### src/sv/modulation_matrix_accumulator_unit_defines.svh
// assertion macros shared by the modulation matrix accumulator
`ifndef MODULATION_MATRIX_ACCUMULATOR_UNIT_DEFINES_SVH
`define MODULATION_MATRIX_ACCUMULATOR_UNIT_DEFINES_SVH

`ifndef ASSERT_OFF
// condition must never hold at a clock edge
`define MMACC_ASSERT_NEVER(lbl, clk, rstn, cond) \
  lbl: assert property (@(posedge clk) disable iff (!(rstn)) !(cond)) \
    else $error("assertion failed: condition must never hold");
// antecedent in one cycle implies consequent in the next
`define MMACC_ASSERT_NEXT(lbl, clk, rstn, ante, cons) \
  lbl: assert property (@(posedge clk) disable iff (!(rstn)) (ante) |=> (cons)) \
    else $error("assertion failed: next-cycle implication");
`else
`define MMACC_ASSERT_NEVER(lbl, clk, rstn, cond)
`define MMACC_ASSERT_NEXT(lbl, clk, rstn, ante, cons)
`endif

`endif

### src/sv/mmacc_pkg.sv
`timescale 1ns / 1ps
package mmacc_pkg;

  localparam int NUM_SLOTS   = 32;
  localparam int NUM_SOURCES = 16;
  localparam int NUM_DESTS   = 16;

  localparam int SLOT_W = 5;
  localparam int SRC_W  = 4;
  localparam int DEST_W = 4;
  localparam int VAL_W  = 16;
  localparam int ACT_W  = 3;

  // q1.15 fixed point
  localparam int Q_FRAC  = 15;
  localparam int ONE_Q15 = 32768;

  // datapath widths: bipolar term, product, accumulator
  localparam int TERM_W = VAL_W + 2;
  localparam int PROD_W = TERM_W + VAL_W;
  localparam int ACC_W  = 40;

  // command queue between front and back
  localparam int CMD_DEPTH = 4;
  localparam int CMD_PTR_W = 2;

  // input action codes
  localparam logic [ACT_W-1:0] ACT_ADD        = 3'd0;
  localparam logic [ACT_W-1:0] ACT_REMOVE     = 3'd1;
  localparam logic [ACT_W-1:0] ACT_UPDATE     = 3'd2;
  localparam logic [ACT_W-1:0] ACT_SET_SOURCE = 3'd3;
  localparam logic [ACT_W-1:0] ACT_SET_BASE   = 3'd4;
  localparam logic [ACT_W-1:0] ACT_PROCESS    = 3'd5;

  typedef enum logic [2:0] {
    OP_ADD,
    OP_REMOVE,
    OP_UPDATE,
    OP_SET_SOURCE,
    OP_SET_BASE,
    OP_PROCESS
  } op_e;

  typedef struct packed {
    logic [ACT_W-1:0]        action;
    logic [SLOT_W-1:0]       slot;
    logic [DEST_W-1:0]       destination;
    logic [SRC_W-1:0]        source;
    logic signed [VAL_W-1:0] depth;
    logic                    bipolar;
    logic [VAL_W-1:0]        sample_value;
  } in_item_t;

  typedef struct packed {
    logic [DEST_W-1:0] out_destination;
    logic [VAL_W-1:0]  mod_value;
    logic              last;
  } out_item_t;

  typedef struct packed {
    op_e                     op;
    logic [SLOT_W-1:0]       slot;
    logic [DEST_W-1:0]       dest;
    logic [SRC_W-1:0]        source;
    logic signed [VAL_W-1:0] depth;
    logic                    bipolar;
    logic [VAL_W-1:0]        value;
  } cmd_t;

  typedef struct packed {
    logic empty;
    logic full;
  } qstat_t;

endpackage

### src/sv/mmacc_front.sv
`timescale 1ns / 1ps
module mmacc_front (
  input  logic                clk_i,
  input  logic                rst_ni,
  input  logic                push_i,
  output logic                full_o,
  input  mmacc_pkg::in_item_t item_i,
  input  mmacc_pkg::qstat_t   qstat_i,
  output logic                cmd_push_o,
  output mmacc_pkg::cmd_t     cmd_o
);
  import mmacc_pkg::*;

  logic valid_q;
  cmd_t cmd_q;
  logic can_load;
  logic accept;
  logic known;
  op_e  op_dec;

  assign cmd_push_o = valid_q && !qstat_i.full;
  assign can_load   = !valid_q || !qstat_i.full;
  assign full_o     = !can_load;
  assign accept     = push_i && can_load;
  assign cmd_o      = cmd_q;

  // classify the action; unused codes are dropped here
  always_comb begin
    known  = 1'b1;
    op_dec = OP_PROCESS;
    unique case (item_i.action)
      ACT_ADD:        op_dec = OP_ADD;
      ACT_REMOVE:     op_dec = OP_REMOVE;
      ACT_UPDATE:     op_dec = OP_UPDATE;
      ACT_SET_SOURCE: op_dec = OP_SET_SOURCE;
      ACT_SET_BASE:   op_dec = OP_SET_BASE;
      ACT_PROCESS:    op_dec = OP_PROCESS;
      default:        known  = 1'b0;
    endcase
  end

  always_ff @(posedge clk_i or negedge rst_ni) begin
    if (!rst_ni) begin
      valid_q <= 1'b0;
    end else if (accept) begin
      valid_q <= known;
    end else if (cmd_push_o) begin
      valid_q <= 1'b0;
    end
  end

  always_ff @(posedge clk_i) begin
    if (accept) begin
      cmd_q.op      <= op_dec;
      cmd_q.slot    <= item_i.slot;
      cmd_q.dest    <= item_i.destination;
      cmd_q.source  <= item_i.source;
      cmd_q.depth   <= item_i.depth;
      cmd_q.bipolar <= item_i.bipolar;
      cmd_q.value   <= item_i.sample_value;
    end
  end

endmodule

### src/sv/mmacc_cmd_fifo.sv
`timescale 1ns / 1ps
module mmacc_cmd_fifo (
  input  logic              clk_i,
  input  logic              rst_ni,
  input  logic              push_i,
  input  mmacc_pkg::cmd_t   cmd_i,
  input  logic              pop_i,
  output mmacc_pkg::cmd_t   cmd_o,
  output mmacc_pkg::qstat_t qstat_o
);
  import mmacc_pkg::*;

  cmd_t                 entry_q [CMD_DEPTH];
  logic [CMD_PTR_W-1:0] wr_ptr_q;
  logic [CMD_PTR_W-1:0] rd_ptr_q;
  logic [CMD_PTR_W:0]   count_q;

  assign qstat_o.empty = (count_q == '0);
  assign qstat_o.full  = (count_q == (CMD_PTR_W+1)'(CMD_DEPTH));
  assign cmd_o         = entry_q[rd_ptr_q];

  always_ff @(posedge clk_i or negedge rst_ni) begin
    if (!rst_ni) begin
      wr_ptr_q <= '0;
      rd_ptr_q <= '0;
      count_q  <= '0;
    end else begin
      if (push_i) begin
        wr_ptr_q <= wr_ptr_q + 1'b1;
      end
      if (pop_i) begin
        rd_ptr_q <= rd_ptr_q + 1'b1;
      end
      if (push_i && !pop_i) begin
        count_q <= count_q + 1'b1;
      end else if (pop_i && !push_i) begin
        count_q <= count_q - 1'b1;
      end
    end
  end

  always_ff @(posedge clk_i) begin
    if (push_i) begin
      entry_q[wr_ptr_q] <= cmd_i;
    end
  end

endmodule

### src/sv/mmacc_back.sv
`timescale 1ns / 1ps
module mmacc_back (
  input  logic                 clk_i,
  input  logic                 rst_ni,
  input  mmacc_pkg::cmd_t      cmd_i,
  input  mmacc_pkg::qstat_t    qstat_i,
  output logic                 cmd_pop_o,
  output mmacc_pkg::out_item_t result_o,
  output logic                 result_valid_o,
  input  logic                 result_pop_i
);
  import mmacc_pkg::*;

  typedef enum logic [1:0] {ST_IDLE, ST_WALK, ST_DRAIN, ST_EMIT} state_e;

  localparam logic signed [TERM_W-1:0] TERM_ONE  = TERM_W'(ONE_Q15);
  localparam logic signed [ACC_W-1:0]  SAT_LIMIT = ACC_W'(ONE_Q15) << Q_FRAC;

  state_e state_q;

  // routing table and level stores
  logic [NUM_SLOTS-1:0]    slot_valid_q;
  logic [NUM_SLOTS-1:0]    slot_bip_q;
  logic [SRC_W-1:0]        slot_source_q [NUM_SLOTS];
  logic [DEST_W-1:0]       slot_dest_q   [NUM_SLOTS];
  logic signed [VAL_W-1:0] slot_depth_q  [NUM_SLOTS];
  logic [VAL_W-1:0]        source_level_q [NUM_SOURCES];
  logic [VAL_W-1:0]        dest_base_q    [NUM_DESTS];
  logic [NUM_DESTS-1:0]    dest_present_q;

  // per-destination sums
  logic signed [ACC_W-1:0] acc_q [NUM_DESTS];

  logic [SLOT_W-1:0] walk_idx_q;
  logic [DEST_W-1:0] emit_idx_q;

  // term and product stages
  logic                     s1_valid_q;
  logic [DEST_W-1:0]        s1_dest_q;
  logic signed [TERM_W-1:0] s1_term_q;
  logic signed [VAL_W-1:0]  s1_depth_q;
  logic                     p_valid_q;
  logic [DEST_W-1:0]        p_dest_q;
  logic signed [PROD_W-1:0] p_prod_q;

  out_item_t result_q;
  logic      result_valid_q;

  logic                     take;
  logic                     slot_match;
  logic                     wr_add;
  logic                     wr_remove;
  logic                     wr_update;
  logic                     wr_source;
  logic                     wr_base;
  logic                     start_proc;
  logic [SLOT_W-1:0]        rd_slot;
  logic [VAL_W-1:0]         level;
  logic signed [TERM_W-1:0] term;
  logic                     issue;
  logic [DEST_W-1:0]        acc_idx;
  logic signed [ACC_W-1:0]  acc_rd;
  logic signed [ACC_W-1:0]  total;
  logic [VAL_W-1:0]         mod_value;
  logic                     out_free;
  logic                     emit_fire;
  logic                     emit_step;
  logic                     emit_last;
  logic signed [PROD_W-1:0] prod;

  assign take       = (state_q == ST_IDLE) && !qstat_i.empty;
  assign cmd_pop_o  = take;
  assign rd_slot    = (state_q == ST_IDLE) ? cmd_i.slot : walk_idx_q;
  assign slot_match = slot_valid_q[rd_slot] && (slot_dest_q[rd_slot] == cmd_i.dest);

  always_comb begin
    wr_add     = 1'b0;
    wr_remove  = 1'b0;
    wr_update  = 1'b0;
    wr_source  = 1'b0;
    wr_base    = 1'b0;
    start_proc = 1'b0;
    if (take) begin
      unique case (cmd_i.op)
        OP_ADD:        wr_add     = 1'b1;
        OP_REMOVE:     wr_remove  = slot_match;
        OP_UPDATE:     wr_update  = slot_match;
        OP_SET_SOURCE: wr_source  = 1'b1;
        OP_SET_BASE:   wr_base    = 1'b1;
        OP_PROCESS:    start_proc = 1'b1;
        default:       start_proc = 1'b0;
      endcase
    end
  end

  // source term, bipolar maps s to 2s - 1
  assign level = source_level_q[slot_source_q[rd_slot]];
  assign term  = slot_bip_q[rd_slot] ? ($signed({1'b0, level, 1'b0}) - TERM_ONE)
                                     : $signed({2'b00, level});
  assign issue = (state_q == ST_WALK);
  assign prod  = PROD_W'(s1_term_q) * PROD_W'(s1_depth_q);

  // one read port on the sums: walk pipeline or emit
  assign acc_idx = (state_q == ST_EMIT) ? emit_idx_q : p_dest_q;
  assign acc_rd  = acc_q[acc_idx];
  assign total   = acc_rd + $signed({{(ACC_W-VAL_W-Q_FRAC){1'b0}}, dest_base_q[emit_idx_q],
                                     {Q_FRAC{1'b0}}});

  always_comb begin
    if (total[ACC_W-1] || (total == '0)) begin
      mod_value = '0;
    end else if (total >= SAT_LIMIT) begin
      mod_value = VAL_W'(ONE_Q15);
    end else begin
      mod_value = total[Q_FRAC +: VAL_W];
    end
  end

  assign out_free  = !result_valid_q || result_pop_i;
  assign emit_fire = (state_q == ST_EMIT) && dest_present_q[emit_idx_q] && out_free;
  assign emit_step = (state_q == ST_EMIT) && (!dest_present_q[emit_idx_q] || out_free);
  assign emit_last = ((dest_present_q >> emit_idx_q) == NUM_DESTS'(1));

  assign result_o       = result_q;
  assign result_valid_o = result_valid_q;

  always_ff @(posedge clk_i or negedge rst_ni) begin
    if (!rst_ni) begin
      state_q        <= ST_IDLE;
      walk_idx_q     <= '0;
      emit_idx_q     <= '0;
      s1_valid_q     <= 1'b0;
      p_valid_q      <= 1'b0;
      result_valid_q <= 1'b0;
      result_q       <= '0;
    end else begin
      s1_valid_q <= issue && slot_valid_q[rd_slot];
      p_valid_q  <= s1_valid_q;
      if (emit_fire) begin
        result_valid_q           <= 1'b1;
        result_q.out_destination <= emit_idx_q;
        result_q.mod_value       <= mod_value;
        result_q.last            <= emit_last;
      end else if (result_pop_i) begin
        result_valid_q <= 1'b0;
      end
      unique case (state_q)
        ST_IDLE: begin
          if (start_proc) begin
            walk_idx_q <= '0;
            state_q    <= ST_WALK;
          end
        end
        ST_WALK: begin
          walk_idx_q <= walk_idx_q + 1'b1;
          if (walk_idx_q == SLOT_W'(NUM_SLOTS-1)) begin
            state_q <= ST_DRAIN;
          end
        end
        ST_DRAIN: begin
          if (!s1_valid_q && !p_valid_q) begin
            emit_idx_q <= '0;
            state_q    <= ST_EMIT;
          end
        end
        ST_EMIT: begin
          if (emit_step) begin
            emit_idx_q <= emit_idx_q + 1'b1;
            if (emit_idx_q == DEST_W'(NUM_DESTS-1)) begin
              state_q <= ST_IDLE;
            end
          end
        end
        default: state_q <= ST_IDLE;
      endcase
    end
  end

  always_ff @(posedge clk_i or negedge rst_ni) begin
    if (!rst_ni) begin
      slot_valid_q   <= '0;
      dest_present_q <= '0;
      for (int i = 0; i < NUM_SOURCES; i++) begin
        source_level_q[i] <= '0;
      end
      for (int i = 0; i < NUM_DESTS; i++) begin
        dest_base_q[i] <= '0;
      end
    end else begin
      if (wr_add) begin
        slot_valid_q[cmd_i.slot]   <= 1'b1;
        dest_present_q[cmd_i.dest] <= 1'b1;
      end
      if (wr_remove) begin
        slot_valid_q[cmd_i.slot] <= 1'b0;
      end
      if (wr_source) begin
        source_level_q[cmd_i.source] <= cmd_i.value;
      end
      if (wr_base) begin
        dest_base_q[cmd_i.dest] <= cmd_i.value;
      end
    end
  end

  always_ff @(posedge clk_i) begin
    if (wr_add) begin
      slot_source_q[cmd_i.slot] <= cmd_i.source;
      slot_dest_q[cmd_i.slot]   <= cmd_i.dest;
      slot_bip_q[cmd_i.slot]    <= cmd_i.bipolar;
    end
    if (wr_add || wr_update) begin
      slot_depth_q[cmd_i.slot] <= cmd_i.depth;
    end
    s1_dest_q  <= slot_dest_q[rd_slot];
    s1_term_q  <= term;
    s1_depth_q <= slot_depth_q[rd_slot];
    p_dest_q   <= s1_dest_q;
    p_prod_q   <= prod;
    if (start_proc) begin
      for (int i = 0; i < NUM_DESTS; i++) begin
        acc_q[i] <= '0;
      end
    end else if (p_valid_q) begin
      acc_q[acc_idx] <= acc_rd + ACC_W'(p_prod_q);
    end
  end

endmodule

### src/sv/modulation_matrix_accumulator_unit.sv
`timescale 1ns / 1ps
// modulation matrix accumulator: a 32-slot routing table maps 16 sources onto
// 16 destinations with a signed q1.15 depth each. items enter through a
// queue-style port (push/full) and results leave through one (empty/pop).
// add, remove, update, set source and set base items change state and give no
// result; a process item gives one result per destination that ever had a
// routing, in ascending order, with last set on the final one. a front stage
// decodes each item into a command, a four-entry command queue decouples it
// from the back end, and the back end owns the tables. state-changing items
// are applied by the back end while it is idle. a process item walks
// all 32 slots through a term/multiply/accumulate pipeline (one slot per
// cycle, then a drain of that pipeline), then steps over the 16 destinations
// (one per cycle, longer when results are not popped).
module modulation_matrix_accumulator_unit (
  input  logic                 clk_i,
  input  logic                 rst_ni,
  input  logic                 push,
  output logic                 full,
  input  mmacc_pkg::in_item_t  in_item_i,
  output logic                 empty,
  input  logic                 pop,
  output mmacc_pkg::out_item_t out_item_o
);
  import mmacc_pkg::*;

`include "modulation_matrix_accumulator_unit_defines.svh"

  cmd_t   front_cmd;
  cmd_t   queue_cmd;
  logic   cmd_push;
  logic   cmd_pop;
  qstat_t qstat;
  logic   result_valid;

  // decode stage, holds one command while the queue is full
  mmacc_front u_front (
    .clk_i      (clk_i),
    .rst_ni     (rst_ni),
    .push_i     (push),
    .full_o     (full),
    .item_i     (in_item_i),
    .qstat_i    (qstat),
    .cmd_push_o (cmd_push),
    .cmd_o      (front_cmd)
  );

  // command queue between decode and execution
  mmacc_cmd_fifo u_cmd_fifo (
    .clk_i   (clk_i),
    .rst_ni  (rst_ni),
    .push_i  (cmd_push),
    .cmd_i   (front_cmd),
    .pop_i   (cmd_pop),
    .cmd_o   (queue_cmd),
    .qstat_o (qstat)
  );

  // tables, accumulation pipeline and result register
  mmacc_back u_back (
    .clk_i          (clk_i),
    .rst_ni         (rst_ni),
    .cmd_i          (queue_cmd),
    .qstat_i        (qstat),
    .cmd_pop_o      (cmd_pop),
    .result_o       (out_item_o),
    .result_valid_o (result_valid),
    .result_pop_i   (pop)
  );

  assign empty = !result_valid;

  // back end only takes commands that are in the queue
  `MMACC_ASSERT_NEVER(a_no_pop_empty, clk_i, rst_ni, cmd_pop && qstat.empty)
  // decode stage never writes a full queue
  `MMACC_ASSERT_NEVER(a_no_push_full, clk_i, rst_ni, cmd_push && qstat.full)
  // a write without a read leaves the queue non-empty
  `MMACC_ASSERT_NEXT(a_push_fills, clk_i, rst_ni, cmd_push && !cmd_pop, !qstat.empty)
  // a waiting result not taken is still there next cycle
  `MMACC_ASSERT_NEXT(a_result_held, clk_i, rst_ni, result_valid && !pop, result_valid)

endmodule

### config.mk
export PLATFORM = sky130hd
export DESIGN_NAME = modulation_matrix_accumulator_unit
export DESIGN_NICKNAME = d
export VERILOG_FILES = /design/src/sv/mmacc_pkg.sv /design/src/sv/mmacc_front.sv /design/src/sv/mmacc_cmd_fifo.sv /design/src/sv/mmacc_back.sv /design/src/sv/modulation_matrix_accumulator_unit.sv
export VERILOG_INCLUDE_DIRS = /design/src /design/src/sv
export SDC_FILE = /design/constraint.sdc
export NUM_CORES = 2
export LEC_CHECK = 0
export BUFFER_PORTS_ARGS = -buffer_cell sky130_fd_sc_hd__buf_2
export CAP_MARGIN = 0
export CORE_UTILIZATION = 30
export DETAILED_ROUTE_END_ITERATION = 16
export GPL_TIMING_DRIVEN = 0
export PLACE_DENSITY = 0.48
export SKIP_LAST_GASP = 1
export SYNTH_ARGS = -nofsm -noshare
export SYNTH_HDL_FRONTEND = slang
export SYNTH_SLANG_ARGS = --single-unit
### constraint.sdc
create_clock -name clk_i -period 7.56 [get_ports clk_i]
set_input_delay 2.268 -clock clk_i [delete_from_list [all_inputs] [get_ports clk_i]]
set_output_delay 2.268 -clock clk_i [all_outputs]
set_load 0.005 [all_outputs]
==> flow_summary.yaml <==
clock_tree:
  cts_max_level: 5
  cts_tree: "yes"
  clock_path_buffers: 4
  cts_hold_buffers: 0
  cts-buffers-inserted: 272
  clkLatencyLatePin_ns: 0.90
  cts.sink_count: 2364
  cts_root_buffer: "clkbuf_16"
  clk_pin_slew_ns: 0.06
hold_path:
  min_from: "u_back.s1_dest_q[0]"
  min_to: "u_back.p_dest_q[0]"
  whs_path_depth: 0
  hp-class: "reg2reg"
sta:
  timing.fmax_ghz: 0.135
  clock_skew_ns: 0.0632
  max_slew_margin: -0.00557
  layout_worst_path_cycle_share: 0.982
  max_slew.worst_pin.slew_ns: 1.50
  finalHoldViolCount: 0
  slew_violations: 8
  period_needed_ns: 7.42
  hold_ws_ns: 0.326
  setup_viol: 0
drt:
  vias: 70900
  routed_via_density: 5.18
  first_pass_iters: 6
  drc: 0
  drt_iter0_markers: 7068
  totalWireLength_mm: 351
  post_drt_wl_per_cell_microns: 25.7
  postRouteAntennaNets: 0
global_routing:
  grt_util_all_layers: 0.186
  grt_pass1_vias: 73300
  antenna_found_initial: 13
  use_met1: 0.259
  grt_max_degree: 116
  met2_usage: 0.304
  grt_pass1_wl_mm: 511
  grt_busiest_layer: "met2"
  grt.overflow.total: 0
  grt_use_met3: 0.0254
logic_synthesis:
  syn_area_sq_um: 110000
  synth_edf_count: 1685
  yosysUniqueCellTypes: 85
  syn_inst: 8245
  async_flop_share: 0.255
  synthesis.nets: 8745
  synth-main-ff-cell: "edfxtp_1"
  yosys_register_bits: 2364
  seq_area_frac_synth: 0.609
  yosysWarnings: 0
  syn_avg_cell_area_sq_um: 13.4
critical_path:
  ff2ff_path_depth: 16
  path_class: "reg2reg"
  rr_endpoint: "u_back.acc_q[15][19]"
  crit_start: "u_back.state_q[0]"
  r2r-start: "u_back.state_q[0]"
  path_buf_inv: 8
  critPathTopFamily: "buffers and inverters"
  startpoint_type: "flop"
  max_stage_delay_ns: 0.73
  path_cells: "inv_1 > ha_1 > clkbuf_1 > buf_1 > clkbuf_1 > o31ai_2 > buf_4 > nor3b_1 > nand2_1 > clkbuf_1 > nand3_1 > nor2_1 > nand2_1 > clkbuf_1 > nand2_2 > buf_12"
  required_ns: 8.14
  crit_path_end_kind: "flop"
  regToRegSetupSlack_ns: 0.14
  cpMaxStageDelayCell: "clkbuf_1"
  cp_max_fo: 24
  arrival_ns: 8.00
  cp_common_cell: "clkbuf_1"
placement:
  placed_cell_area_sq_um: 118000
  hpwl_mm: 248
  gp_congestion: 0.885
  port-buffer-count: 75
floorplanning:
  coreArea_sq_um: 366000
  start_util: 0.302
  dieArea_sq_um: 371000
  die_w_microns: 609
  die_h_microns: 609
  io_pins: 76
  rows: 222
outcome:
  failed_checks: "max-capacitance violations, max-slew violations"
  outcome: "complete, but fails checks"
final_layout:
  drive_gt1_frac: 0.167
  area_growth_pct: 15.1
  design_area_sq_um: 127000
  fin_nets: 9148
  final_cell_mix: "edfxtp_1 (1685), nand2_1 (1040), nor2_1 (831)"
  layout.cells.most_common: "edfxtp_1"
flow_run:
  maxCapViolCount: 1
## worst reg2reg max path, cell delays in order, from the launching register on
cell	delay, ns
dfrtp_2	0.45
inv_1	0.10
ha_1	0.15
clkbuf_1	0.57
buf_1	0.43
clkbuf_1	0.61
o31ai_2	0.29
buf_4	0.25
nor3b_1	0.53
nand2_1	0.48
clkbuf_1	0.65
nand3_1	0.35
nor2_1	0.10
nand2_1	0.37
clkbuf_1	0.74
nand2_2	0.61
buf_12	0.41
## per-layer routing
layer / share of wire / wire length (microns) / up-vias
li1: - / - / 30700
met3: 0.062 / 21700 / 518
met5: 0.000020 / 7 / -
met4: 0.029 / 10000 / 2
met2: 0.47 / 165000 / 2564
met1: 0.44 / 154000 / 37100
## layout make-up
type / count / area [sq um]
Multi-Input combinational cell: 4959 / 40100
Buffer: 543 / 2400
Clock buffer: 337 / 7320
Tap cell: 4816 / 6030
Antenna cell: 7 / 17.5
Clock inverter: 151 / 1200
Sequential cell: 2364 / 67200
Inverter: 370 / 1390
Fill cell: 35600 / 239000
Timing Repair Buffer: 138 / 1370
## what timing repair did
item,CTS,global route
setup buffers,3,3
pin swaps,3,6
resized for setup,134,86
setup endpoints to repair,428,177
## how the worst max path moves through the flow
stage / end / slack [ns] / depth (start not counted)
4_1_cts: u_back.result_o[14] / 0.009 / 27
6_report: u_back.acc_q[15][19] / 0.14 / 16
3_3_place_gp: u_back.result_o[12] / -8.70 / 1
2_1_floorplan: u_back.result_o[14] / 0.97 / 27
5_1_grt: u_back.result_o[9] / -0.02 / 25
3_5_place_dp: u_back.acc_q[6][32] / -2.53 / 23
## state kept, by name, summed over array words and instances (netlist names), 16 cells and up
register	cells
u_back.source_level_q	256
u_back.p_prod_q	34
u_back.s1_term_q	18
u_front.cmd_o	49
u_back.slot_valid_q	32
u_back.slot_source_q	128
u_back.dest_present_q	16
u_back.slot_depth_q	512
u_back.acc_q	640
u_back.s1_depth_q	16
u_back.slot_bip_q	32
u_back.result_o	21
u_cmd_fifo.entry_q	196
u_back.slot_dest_q	128
u_back.dest_base_q	256
## cell usage after synthesis, types with 15 or more instances
cell | count | area, sq um
a22oi_1 | 32 | 240
mux2_2 | 245 | 2760
mux2i_1 | 59 | 591
xnor2_1 | 59 | 517
nand3_1 | 206 | 1030
a41oi_1 | 15 | 131
nand4_1 | 42 | 263
nand2_1 | 1056 | 3960
a2bb2oi_1 | 19 | 166
o21bai_1 | 23 | 173
o21ai_1 | 20 | 100
nor2_1 | 881 | 3310
mux4_2 | 423 | 9530
o21ai_0 | 494 | 2470
dfrtp_1 | 603 | 15100
nand2b_1 | 29 | 181
o22a_1 | 20 | 175
buf_1 | 45 | 169
o221ai_1 | 19 | 166
buf_2 | 49 | 245
o22ai_1 | 45 | 282
clkbuf_1 | 451 | 1690
fa_1 | 293 | 5870
inv_1 | 369 | 1390
a211oi_1 | 23 | 173
a311oi_1 | 25 | 219
or3_1 | 26 | 163
and3_1 | 33 | 206
a31oi_1 | 31 | 194
a21oi_1 | 133 | 666
nor3_1 | 25 | 125
a21o_1 | 39 | 293
a31o_2 | 16 | 140
xor2_1 | 31 | 272
nor2b_1 | 28 | 175
a22o_1 | 32 | 280
and2_1 | 158 | 988
edfxtp_1 | 1685 | 50600
ha_1 | 154 | 1930
dfxtp_1 | 76 | 1520
o211ai_1 | 16 | 120
o21a_1 | 39 | 293
## kinds of logic (layout without fill, tap and decap cells)
kind of cell	after synthesis	in the layout	synth area share
compound gates	1144	1144	0.0655
xor+xnor	90	90	0.00714
fa+ha+maj	447	447	0.0706
buf+inv	922	1539	0.0323
flops	2364	2364	0.609
mux	730	730	0.117
other cells	0	7	0
simple gates	2548	2548	0.0986
## stage by stage
stage	worst slack (ns)	std cells	setup TNS, ns	util
final	0.137	13700	0	0.347
after global routing	-0.0179	13700	-0.120	0.347
after CTS	0.00876	13700	0	0.346
after detailed placement	-2.53	13200	-583.18	0.322
after global placement	-8.70	13100	-6172.50	0.319
after floorplan	0.971	8245	0	-
Power is left out: the tool's default activity adds up to more than one toggle a clock period on the data nets, which glitch-free logic cannot reach.
